<file path="src/design/microcoded_cpu_cycle_unit_assert.svh">
// assertion macros shared by the cpu cycle unit modules
// no dependencies; included by files that carry concurrent checks
`ifndef MICROCODED_CPU_CYCLE_UNIT_ASSERT_SVH
`define MICROCODED_CPU_CYCLE_UNIT_ASSERT_SVH

// same-cycle implication, disabled while reset is asserted
`define MCC_ASSERT_NOW(label, clk, rst_n, ante, cons, msg) \
    label: assert property (@(posedge clk) disable iff (!rst_n) (ante) |-> (cons)) \
        else $error(msg);

// next-cycle implication, disabled while reset is asserted
`define MCC_ASSERT_NEXT(label, clk, rst_n, ante, cons, msg) \
    label: assert property (@(posedge clk) disable iff (!rst_n) (ante) |=> (cons)) \
        else $error(msg);

`endif

</file>
<file path="src/design/mcc_pkg.sv">
// shared types, constants and microword layout of the microcoded cpu cycle unit
// no dependencies; imported by every module of the block
package mcc_pkg;

    // main memory size, a power of two
    localparam int MEM_WORDS = 4096;
    localparam int MEM_AW    = $clog2(MEM_WORDS);

    localparam int CS_DEPTH  = 256;
    localparam int MAP_DEPTH = 256;
    localparam int REG_COUNT = 16;

    // register file slots used by the map decode
    localparam logic [3:0] IR_REG    = 4'd3;
    localparam logic [3:0] EXT12_REG = 4'd10;
    localparam logic [3:0] EXT11_REG = 4'd11;
    localparam logic [3:0] LOW8_REG  = 4'd12;

    localparam logic [15:0] LOW_BYTE_MASK = 16'h00FF;

    typedef logic [MEM_AW-1:0] t_maddr;
    typedef logic [15:0]       t_word;
    typedef logic [7:0]        t_upc;

    // memory-mapped character output word
    localparam t_maddr MEM_LAST = t_maddr'(MEM_WORDS - 1);

    typedef enum logic [2:0] {
        ACT_STEP       = 3'd0,
        ACT_LOAD_UWORD = 3'd1,
        ACT_LOAD_MAP   = 3'd2,
        ACT_WRITE_MEM  = 3'd3,
        ACT_WRITE_REG  = 3'd4,
        ACT_READ_REG   = 3'd5,
        ACT_READ_MEM   = 3'd6
    } t_action;

    typedef enum logic [1:0] {
        COND_NEVER  = 2'd0,
        COND_NEG    = 2'd1,
        COND_ZERO   = 2'd2,
        COND_ALWAYS = 2'd3
    } t_cond;

    typedef enum logic [1:0] {
        ALU_PASS = 2'd0,
        ALU_ADD  = 2'd1,
        ALU_AND  = 2'd2,
        ALU_NOT  = 2'd3
    } t_alu_op;

    typedef enum logic [1:0] {
        SH_NONE  = 2'd0,
        SH_LEFT  = 2'd1,
        SH_LSR   = 2'd2,
        SH_ASR   = 2'd3
    } t_shift_op;

    // 33-bit microword, msb first
    typedef struct packed {
        logic      map;
        logic      amux;
        t_cond     cond;
        t_alu_op   alu;
        t_shift_op shift;
        logic      mbr;
        logic      mar;
        logic      rd;
        logic      wr;
        logic      no_store;
        logic [3:0] c;
        logic [3:0] b;
        logic [3:0] a;
        t_upc      addr;
    } t_mword;

    // port requests from the core to the stores
    typedef struct packed {
        logic   cs_we;
        t_upc   cs_waddr;
        t_mword cs_wdata;
        t_upc   cs_raddr;
        logic   map_we;
        t_upc   map_waddr;
        t_upc   map_wdata;
        t_upc   map_raddr;
        logic   mm_we;
        t_maddr mm_waddr;
        t_word  mm_wdata;
        logic   mm_re;
        t_maddr mm_raddr;
    } t_store_req;

    // work left for the finishing cycle of a transaction
    typedef struct packed {
        logic       host_rd;
        logic       mem_rd;
        logic       mem_wr;
        logic       map;
        logic       char_valid;
        logic [7:0] char_out;
    } t_fin;

    // one result transaction
    typedef struct packed {
        t_word      read_data;
        t_upc       micro_pc;
        logic       halted;
        logic       neg_flag;
        logic       zero_flag;
        logic       char_valid;
        logic [7:0] char_out;
    } t_result;

endpackage

</file>
<file path="src/design/mcc_result_q.sv">
// two-entry result queue between the core and the output channel
// depends on mcc_pkg and the assertion macro header
`include "microcoded_cpu_cycle_unit_assert.svh"

module mcc_result_q import mcc_pkg::*; (
    input  logic    i_clk,
    input  logic    i_rst_n,
    input  logic    i_push,
    input  t_result i_result,
    output logic    o_full,
    output logic    o_valid,
    input  logic    i_stall,
    output t_result o_result
);

    logic [1:0] r_cnt;
    logic [1:0] n_cnt;
    logic [1:0] w_wpos;
    logic       w_pop;
    t_result    r_slot0;
    t_result    r_slot1;

    // occupancy
    assign w_pop  = (r_cnt != 2'd0) && !i_stall;
    assign w_wpos = r_cnt - {1'b0, w_pop};

    always_comb begin
        n_cnt = r_cnt;
        if (w_pop) begin
            n_cnt = n_cnt - 2'd1;
        end
        if (i_push) begin
            n_cnt = n_cnt + 2'd1;
        end
    end

    always_ff @(posedge i_clk) begin
        if (!i_rst_n) begin
            r_cnt <= 2'd0;
        end else begin
            r_cnt <= n_cnt;
        end
    end

    // slot shift on pop, or write at the first free slot
    always_ff @(posedge i_clk) begin
        if (i_push && (w_wpos == 2'd0)) begin
            r_slot0 <= i_result;
        end else if (w_pop) begin
            r_slot0 <= r_slot1;
        end
        if (i_push && (w_wpos == 2'd1)) begin
            r_slot1 <= i_result;
        end
    end

    assign o_full   = (r_cnt == 2'd2);
    assign o_valid  = (r_cnt != 2'd0);
    assign o_result = r_slot0;

    `MCC_ASSERT_NOW(a_q_no_overflow, i_clk, i_rst_n, i_push, r_cnt != 2'd2, "result queue overflow")
    `MCC_ASSERT_NOW(a_q_count_range, i_clk, i_rst_n, 1'b1, r_cnt != 2'd3, "result queue count out of range")

endmodule

</file>
<file path="config.mk">
export PLATFORM = sky130hd
export DESIGN_NAME = mcc_result_q
export DESIGN_NICKNAME = d
export VERILOG_FILES = /design/src/design/mcc_pkg.sv /design/src/design/mcc_result_q.sv
export VERILOG_INCLUDE_DIRS = /design/src /design/src/design
export SDC_FILE = /design/constraint.sdc
export NUM_CORES = 1
export LEC_CHECK = 0
export BUFFER_PORTS_ARGS = -buffer_cell sky130_fd_sc_hd__buf_4
export CAP_MARGIN = 20
export CORE_MARGIN = 2
export CORE_UTILIZATION = 30
export DETAILED_ROUTE_END_ITERATION = 10
export PLACE_DENSITY = 0.5
export SLEW_MARGIN = 10
export SYNTH_ARGS = -nofsm -noshare
export SYNTH_HDL_FRONTEND = slang
export SYNTH_SLANG_ARGS = --single-unit
export TNS_END_PERCENT = 10
</file>
<file path="constraint.sdc">
create_clock -name i_clk -period 4.15 [get_ports i_clk]
set_input_delay 0.6225 -clock i_clk [delete_from_list [all_inputs] [get_ports i_clk]]
set_output_delay 0.6225 -clock i_clk [all_outputs]
set_load 0.02 [all_outputs]
</file>
==> flow_metrics.env, run 1 <==
export IMPL_numPortBuffers=77
export IMPL_cts_resized=0
export IMPL_antenna_found_initial=0
export IMPL_hpwl_um=3390
export IMPL_post_drt_wl_per_cell_um=14.5
export IMPL_clkSlewWorstSetupHoldPaths_ns=0.08
export IMPL_cp_slowest_cell="nand4_4"
export IMPL_fmax_mhz=363
export IMPL_drt_iter0_drc=67
export IMPL_cp_end_kind="flop"
export IMPL_start_util_pct=30.6
export IMPL_outcome="finished, final reports clean"
export IMPL_yosysTopAreaCell="edfxtp_1"
export IMPL_arrival_ns=2.85
export IMPL_grt_overflow=0
export IMPL_cap_violations=0
export IMPL_insertion_delay_ns=0.34
export IMPL_rsz0062_at_grt="false"
export IMPL_ys_async_sr_fraction_pct=0
export IMPL_syn_area_per_cell_sq_um=21.7
export IMPL_die_w_um=103
export IMPL_cts_buffer_depth=2
export IMPL_cts_root_buffer="clkbuf_8"
export IMPL_max_slew_margin_rel_pct=39.7
export IMPL_synth_area_top_cells="edfxtp_1 (73%), mux2_4 (15%), mux2_2 (2.3%), buf_12 (2.0%), dfxtp_1 (1.4%)"
export IMPL_met1_length_um=2340
export IMPL_seq_area_frac_synth_pct=74.7
export IMPL_cts_hold_buffers_added=0
export IMPL_ios=78
export IMPL_drt_first_pass_iters=4
export IMPL_synth_edf_count=72
export IMPL_crit_path_max_incr_delay_ns=0.72
export IMPL_r2r_worst_path_cells=5
export IMPL_num_vias=1485
export IMPL_crit_path_start="r_cnt[1]"
export IMPL_finalClockSkew_ns=0.00980
export IMPL_wl_met2_um=2450
export IMPL_wirelength_um=5230
export IMPL_fin_crit_ns=2.76
export IMPL_crit_chain="inv_1 -> ha_1 -> o21ai_2 -> nand4_4 -> mux2_4"
export IMPL_antenna_violating_nets_post_route=0
export IMPL_gp_congestion=0.779
export IMPL_fin_setup_tns_ns=0
export IMPL_clock_sinks=74
export IMPL_r2r_slack_ns=1.39
export IMPL_rows=36
export IMPL_top_layer_used="met4"
export IMPL_synthMostInstantiatedCell="edfxtp_1"
export IMPL_critical_path_max_fanout=36
export IMPL_drv_slew=0
export IMPL_crit_type="flop to flop"
export IMPL_hold_viol=0
export IMPL_htreeDepth=3
export IMPL_setup_viol=0
export IMPL_dr_wl_met3_um=305
export IMPL_ys_warn_count=0
export IMPL_cts_buffers_inserted=9
export IMPL_die_h_um=103
export IMPL_area_growth_pct=31.1
export IMPL_cts_tree="built"
export IMPL_track_usage_pct=10.2
export IMPL_vdd_drop_max_v=0.000188
export IMPL_synth_top_cell_area_share_pct=73.3
export IMPL_synth_net_count=178
export IMPL_grt_pass1_wl_um=7740
export IMPL_crit_end="o_result[32]"
export IMPL_fin_crit_sh_pct=66.4
export IMPL_syn_instance_count=136
export IMPL_worstSetupStartpointType="flop"
export IMPL_place_inst=344
export IMPL_grt_max_degree=37
export IMPL_powerDensity_nw_per_um2=548
export IMPL_synth_cell_types=21
export IMPL_ys_ff_latch=74
export IMPL_post_cts_setup_buffer_count=0
export IMPL_avgViaCountPerCell=4.13
export IMPL_n_antenna_cell=0
export IMPL_final_layout_size_suffix_gt1_share_pct=58.1
export IMPL_r2r_start="r_cnt[1]"
export IMPL_p_leak_nw=1.54
export IMPL_worstMarginPinSlew_ns=0.904
export IMPL_dieArea_sq_um=10600
export IMPL_grt_pass1_vias=1456
export IMPL_syn_cell_area_sq_um=2950
export IMPL_min_path_type="primary input to flop"
export IMPL_core_area_sq_um=9640
export IMPL_r2r_end="o_result[32]"
export IMPL_synth_flop_cell="edfxtp_1"
export IMPL_finalNetCount=264
export IMPL_fin_cells=360
export IMPL_synth_common_cells="edfxtp_1 (72), mux2_4 (30), mux2_2 (6), inv_1 (4), buf_12 (3)"
export IMPL_drc=0
export IMPL_required_ns=4.24
[flip-flops by register name, indices dropped and copies added (netlist names)]
signal    count
r_slot1      36
o_result     36
r_cnt         2
[cell usage in the layout (no fill, tap or decap), types with 2 or more instances in the layout]
cell and instances:
buf_4 78, clkbuf_8 9, clkinv_1 2, dfxtp_1 2, inv_1 4, bufinv_16 2, ha_1 2, mux2_2 6
nand2_1 2, mux2_4 30, xnor2_1 2, edfxtp_1 72
[layout make-up]
class / count / area, sq um
repair buffers: 78 / 586
clock inverters: 6 / 81.3
well taps: 133 / 166
multi-input cells: 55 / 687
flip-flops and latches: 74 / 2200
inverters: 4 / 15.0
clock buffers: 10 / 128
fillers: 940 / 5770
[worst max-delay path, delay by kind of cell, from the launching register on]
family | cells | cell delay (ns)
flip-flops | 1 | 0.45
buffers and inverters | 1 | 0.15
AO/OA/AOI/OAI | 1 | 0.28
adder cells (fa/ha/maj) | 1 | 0.31
AND/OR/NAND/NOR | 1 | 0.72
multiplexers | 1 | 0.57
[how the worst min path moves through the flow]
stage	start	endpoint	cells past startpoint
finish	i_result[7]	r_slot1[7]	1
floorplan	r_slot1[22]	o_result[22]	1
CTS	i_result[16]	r_slot1[16]	1
detailed placement	r_slot1[14]	o_result[14]	1
global placement	r_slot1[22]	o_result[22]	1
global route	i_result[35]	r_slot1[35]	1
[logic make-up after synthesis]
| family | Yosys count | synth area share (%) |
|---|---|---|
| AOI/OAI and AO/OA | 5 | 1.06 |
| muxes | 37 | 17.9 |
| and+or+nand+nor | 9 | 2.38 |
| adders and majority gates | 2 | 0.848 |
| buffers and inverters | 7 | 2.55 |
| DFF | 74 | 74.7 |
| xor gates and xnor gates | 2 | 0.594 |
[metrics by stage]
step	util [%]	hold WS [ns]	setup WS, ns	area, sq um	power, W
after global routing	40.1	0.437	1.19	3860	0.00222
after floorplan	-	0.523	1.21	2950	0.00136
final	40.1	0.462	1.39	3860	0.00212
after detailed placement	37.9	0.535	1.38	3660	0.00155
after CTS	40.1	0.441	1.36	3860	0.00215
after global placement	37.9	0.526	1.41	3660	0.00155
[report_power, final]
group	internal [W]	leakage, nW	switching [W]
Sequential	0.000969	0.695	0.0000351
Combinational	0.000250	0.739	0.000267
Clock	0.000335	0.105	0.000262
[layer usage]
layer | vias up | GRT usage (%)
li1 | 702 | -
met1 | 727 | 13.0
met2 | 49 | 15.2
met3 | 7 | 2.98
met4 | 0 | 6.68
met5 | - | 0
No activity file was read; power rests on OpenSTA's default activity.
==> run 2: changes to the inputs <==
==> constraint.sdc (replaced) <==
create_clock -name i_clk -period 2.55 [get_ports i_clk]
set_input_delay 0.3825 -clock i_clk [delete_from_list [all_inputs] [get_ports i_clk]]
set_output_delay 0.3825 -clock i_clk [all_outputs]
set_load 0.02 [all_outputs]
==> flow_metrics.env, run 2 (synthesized netlist as in run 1, its figures left out) <==
export IMPL_cts_buffer_depth=2
export IMPL_ios=78
export IMPL_r2r_start="r_cnt[1]"
export IMPL_cts_tree="built"
export IMPL_max_slew_margin_rel_pct=62.0
export IMPL_rsz0062_at_grt="false"
export IMPL_drt_first_pass_iters=4
export IMPL_required_ns=2.63
export IMPL_post_cts_setup_buffer_count=0
export IMPL_place_worst_setup_slack_ns=0.272
export IMPL_rows=36
export IMPL_final_layout_size_suffix_gt1_share_pct=59.3
export IMPL_grt_pass1_wl_um=7210
export IMPL_dieArea_sq_um=10600
export IMPL_arrival_ns=2.38
export IMPL_post_drt_wl_per_cell_um=13.6
export IMPL_crit_chain="inv_1 -> ha_1 -> or3_4 -> nand4_4 -> buf_12 -> mux2_2"
export IMPL_worstSetupStartpointType="flop"
export IMPL_numPortBuffers=77
export IMPL_setup_viol=0
export IMPL_worstMarginPinSlew_ns=0.570
export IMPL_clkSlewWorstSetupHoldPaths_ns=0.08
export IMPL_p_int_w=0.00256
export IMPL_power_switching_share_pct=26.2
export IMPL_crit_path_max_incr_delay_ns=0.45
export IMPL_num_vias=1471
export IMPL_finalClockSkew_ns=0.00585
export IMPL_r2r_end="o_result[22]"
export IMPL_grt_overflow=0
export IMPL_track_usage_pct=9.36
export IMPL_fin_crit_ns=2.30
export IMPL_critical_path_max_fanout=19
export IMPL_power_w=0.00347
export IMPL_hp_start="i_result[23]"
export IMPL_cts_root_buffer="clkbuf_8"
export IMPL_area_growth_pct=33.8
export IMPL_fin_crit_sh_pct=90.0
export IMPL_cap_violations=0
export IMPL_core_area_sq_um=9640
export IMPL_p_leak_nw=1.58
export IMPL_grt_max_degree=25
export IMPL_hold_viol=0
export IMPL_r2r_slack_ns=0.25
export IMPL_crit_type="flop to flop"
export IMPL_final_cell_mix="buf_4 (78), edfxtp_1 (72), mux2_4 (30)"
export IMPL_drc=0
export IMPL_htreeDepth=3
export IMPL_outcome="finished, final reports clean"
export IMPL_avgViaCountPerCell=4.04
export IMPL_cp_end_kind="flop"
export IMPL_insertion_delay_ns=0.33
export IMPL_min_path_type="primary input to flop"
export IMPL_antenna_found_initial=0
export IMPL_cts_resized=0
export IMPL_grt_pass1_vias=1398
export IMPL_fin_cells=364
export IMPL_cts_hold_buffers_added=0
export IMPL_die_w_um=103
export IMPL_p_sw_w=0.000909
export IMPL_setup_ws_ns=0.255
export IMPL_final_common_cell="buf_4"
export IMPL_drv_slew=0
export IMPL_cts_buffers_inserted=9
export IMPL_critPathTopFamily="simple AND/OR/NAND/NOR gates"
export IMPL_hpwl_um=3400
export IMPL_hold_path_end="r_slot1[23]"
export IMPL_p_clk_share_pct=27.5
export IMPL_wirelength_um=4940
export IMPL_place_inst=348
export IMPL_die_h_um=103
export IMPL_final_fill_count=902
export IMPL_r2r_worst_path_cells=6
export IMPL_finalNetCount=268
export IMPL_n_antenna_cell=0
export IMPL_seqPwrFrac_pct=47.0
export IMPL_comb_power_share_pct=25.5
export IMPL_gp_congestion=0.703
export IMPL_drt_iter0_drc=29
export IMPL_holdPathStages=1
export IMPL_vdd_drop_max_v=0.000291
export IMPL_worst_path_buf_inv=2
export IMPL_fmax_mhz=436
export IMPL_clock_sinks=74
export IMPL_cp_slowest_cell="dfxtp_1"
export IMPL_powerDensity_nw_per_um2=879
export IMPL_antenna_violating_nets_post_route=0
export IMPL_start_util_pct=30.6
[run 2: changes by cell type in the layout (fill, tap and decap cells not counted)]
cell	delta
clkinv_2	+1
clkinv_1	-1
clkinv_4	-1
clkinvlp_4	+1
buf_12	+4
[run 2: area by class of cell]
type	instances	area, sq um	area share [%]
inverter	4	15.0	0.381
sequential	74	2200	55.8
clock inverter	6	81.3	2.06
multi-input combinational	55	687	17.4
tap	133	166	4.22
clock buffer	10	128	3.24
timing repair buffer	82	666	16.9
[run 2: per-stage QoR]
step | utilization [%] | hold WS [ns] | setup TNS, ns | instance area (sq um)
after CTS | 40.9 | 0.203 | 0 | 3950
final | 40.9 | 0.232 | 0 | 3950
after global placement | 38.8 | 0.528 | 0 | 3740
after detailed placement | 38.8 | 0.530 | 0 | 3740
after global routing | 40.9 | 0.208 | 0 | 3950
after floorplan | - | 0.481 | -1.86 | 2960
[run 2: worst reg2reg max path, cell delays in order, from the launching register on]
cell	delay, ns
dfxtp_1	0.45
inv_1	0.15
ha_1	0.31
or3_4	0.45
nand4_4	0.14
buf_12	0.19
mux2_2	0.36
[run 2: layer usage]
| layer | global-route usage [%] | share of wire [%] | up-vias |
|---|---|---|---|
| met4 | 3.95 | 0.85 | 0 |
| met5 | 0 | 0 | - |
| met1 | 12.3 | 46 | 713 |
| li1 | - | - | 709 |
| met3 | 3.59 | 5.7 | 2 |
| met2 | 13.9 | 47 | 47 |
[run 2: worst max-delay path by stage]
| stage | start | to | slack (ns) | cells past startpoint |
|---|---|---|---|---|
| floorplan | r_cnt[1] | r_slot1[0] | -0.05 | 5 |
| global placement | r_cnt[1] | o_result[34] | 0.30 | 6 |
| detailed placement | r_cnt[1] | o_result[23] | 0.27 | 6 |
| CTS | r_cnt[1] | o_result[22] | 0.26 | 6 |
| global route | r_cnt[1] | o_result[22] | 0.17 | 6 |
| finish | r_cnt[1] | o_result[22] | 0.25 | 6 |
[run 2: power groups by stage]
stage                     registers, W  logic [W]  clock network (W)
final                          0.00163   0.000885           0.000954
after global routing           0.00165   0.000942            0.00104
after global placement         0.00166   0.000898                  0
after CTS                      0.00163   0.000902           0.000996
after floorplan                0.00181   0.000402                  0
after detailed placement       0.00166   0.000900                  0
==> run 3: changes to the inputs <==
--- a/config.mk
+++ b/config.mk
@@ -9,9 +9,9 @@
 export BUFFER_PORTS_ARGS = -buffer_cell sky130_fd_sc_hd__buf_4
 export CAP_MARGIN = 20
 export CORE_MARGIN = 2
-export CORE_UTILIZATION = 30
+export CORE_UTILIZATION = 52
 export DETAILED_ROUTE_END_ITERATION = 10
-export PLACE_DENSITY = 0.5
+export PLACE_DENSITY = 0.79
 export SLEW_MARGIN = 10
 export SYNTH_ARGS = -nofsm -noshare
 export SYNTH_HDL_FRONTEND = slang
==> flow_metrics.env, run 3 (synthesized netlist as in run 1, its figures left out) <==
export IMPL_area_growth_pct=29.9
export IMPL_core_area_sq_um=5510
export IMPL_cp_slowest_cell="or3_4"
export IMPL_hp_start="i_result[9]"
export IMPL_vdd_drop_max_v=0.000530
export IMPL_max_slew_margin_rel_pct=60.2
export IMPL_multi_input_area_sq_um=687
export IMPL_start_util_pct=53.6
export IMPL_post_cts_setup_buffer_count=0
export IMPL_place_inst=287
export IMPL_fmax_mhz=434
export IMPL_gp_congestion=0.759
export IMPL_wirelength_um=4910
export IMPL_crit_chain="inv_1 -> ha_1 -> or3_4 -> nand4_4 -> buf_4 -> mux2_2"
export IMPL_powerDensity_nw_per_um2=872
export IMPL_num_vias=1481
export IMPL_die_h_um=79.3
export IMPL_crit_type="flop to flop"
export IMPL_r2r_start="r_cnt[1]"
export IMPL_drt_first_pass_iters=4
export IMPL_crit_path_start="r_cnt[1]"
export IMPL_cts_buffers_inserted=9
export IMPL_drc=0
export IMPL_dieArea_sq_um=6290
export IMPL_grt_max_degree=29
export IMPL_cap_violations=0
export IMPL_worstMarginPinSlew_ns=0.597
export IMPL_p_leak_nw=1.56
export IMPL_numPortBuffers=77
export IMPL_crit_path_max_incr_delay_ns=0.45
export IMPL_worstSetupStartpointType="flop"
export IMPL_htreeDepth=3
export IMPL_clock_sinks=74
export IMPL_cts_buffer_depth=2
export IMPL_grt_pass1_wl_um=7500
export IMPL_fin_crit_ns=2.30
export IMPL_cp_end_kind="flop"
export IMPL_cts_root_buffer="clkbuf_8"
export IMPL_ios=78
export IMPL_finalClockSkew_ns=0.00581
export IMPL_hold_viol=0
export IMPL_antenna_found_initial=0
export IMPL_finalNetCount=268
export IMPL_cts_resized=0
export IMPL_arrival_ns=2.39
export IMPL_final_cell_mix="buf_4 (79), edfxtp_1 (72), mux2_4 (30)"
export IMPL_post_dp_cell_area_sq_um=3650
export IMPL_clkSlewWorstSetupHoldPaths_ns=0.07
export IMPL_setup_viol=0
export IMPL_final_cell_area_sq_um=3830
export IMPL_cts_hold_buffers_added=0
export IMPL_power_w=0.00334
export IMPL_final_fill_count=367
export IMPL_antenna_violating_nets_post_route=0
export IMPL_rows=27
export IMPL_fin_crit_sh_pct=90.3
export IMPL_required_ns=2.64
export IMPL_avgViaCountPerCell=4.89
export IMPL_worst_path_buf_inv=2
export IMPL_rsz0062_at_grt="false"
export IMPL_min_path_type="primary input to flop"
export IMPL_outcome="finished, final reports clean"
export IMPL_n_antenna_cell=0
export IMPL_final_layout_size_suffix_gt1_share_pct=59.3
export IMPL_track_usage_pct=16.5
export IMPL_hpwl_um=3540
export IMPL_die_w_um=79.3
export IMPL_post_drt_wl_per_cell_um=16.2
export IMPL_place_worst_setup_slack_ns=0.235
export IMPL_setup_ws_ns=0.248
export IMPL_seq_area_sq_um=2200
export IMPL_cts_tree="built"
export IMPL_final_common_cell="buf_4"
export IMPL_insertion_delay_ns=0.33
export IMPL_critPathTopFamily="simple AND/OR/NAND/NOR gates"
export IMPL_grt_pass1_vias=1541
export IMPL_drv_slew=0
export IMPL_critical_path_max_fanout=11
export IMPL_grt_overflow=0
export IMPL_fin_cells=303
export IMPL_drt_iter0_drc=79
==> run 3: cell count changes in the layout (fill, tap and decap cells not counted), sizes merged <==
cell    previous run  this run
clkbuf            10         9
clkinv             3         5
bufinv             2         1
==> run 3: final cells by class <==
cell class | count | area share (%)
Sequential cell | 74 | 57.5
Multi-Input combinational cell | 55 | 17.9
Timing Repair Buffer | 82 | 17.0
Clock buffer | 9 | 3.23
Tap cell | 72 | 2.35
Clock inverter | 7 | 1.57
Inverter | 4 | 0.392
==> run 3: stage by stage <==
stage	util, %	hold WS (ns)	setup TNS [ns]
final	69.6	0.234	0
after global routing	69.6	0.210	0
after CTS	69.6	0.216	0
after detailed placement	66.2	0.534	0
after global placement	66.2	0.528	0
after floorplan	-	0.481	-1.86
==> run 3: per-layer routing <==
layer / track usage, % / routed length, um / up-vias
li1: - / - / 711
met1: 20.8 / 2010 / 724
met2: 27.3 / 2640 / 41
met3: 4.32 / 194 / 5
met4: 6.72 / 59 / 0
met5: 0 / 0 / -
==> run 3: worst register-to-register path, cell delays in order (launching register included) <==
cell     delay, ns
dfxtp_1       0.44
inv_1         0.15
ha_1          0.30
or3_4         0.45
nand4_4       0.12
buf_4         0.24
mux2_2        0.36
==> run 3: path summary, 6_finish.rpt <==
path / end / slack (ns) / cells past startpoint
setup / recovery: o_result[35] / 0.25 / 6
hold / removal: r_slot1[9] / 0.23 / 1
hold reg to reg: o_result[35] / 0.55 / 1
setup reg to reg: o_result[35] / 0.25 / 6
==> run 3: power breakdown <==
part           switching [W]  internal, W  leakage, nW
Sequential         0.0000599      0.00158        0.695
Combinational       0.000444     0.000431        0.771
Clock               0.000391     0.000440       0.0939
Total               0.000895      0.00245         1.56
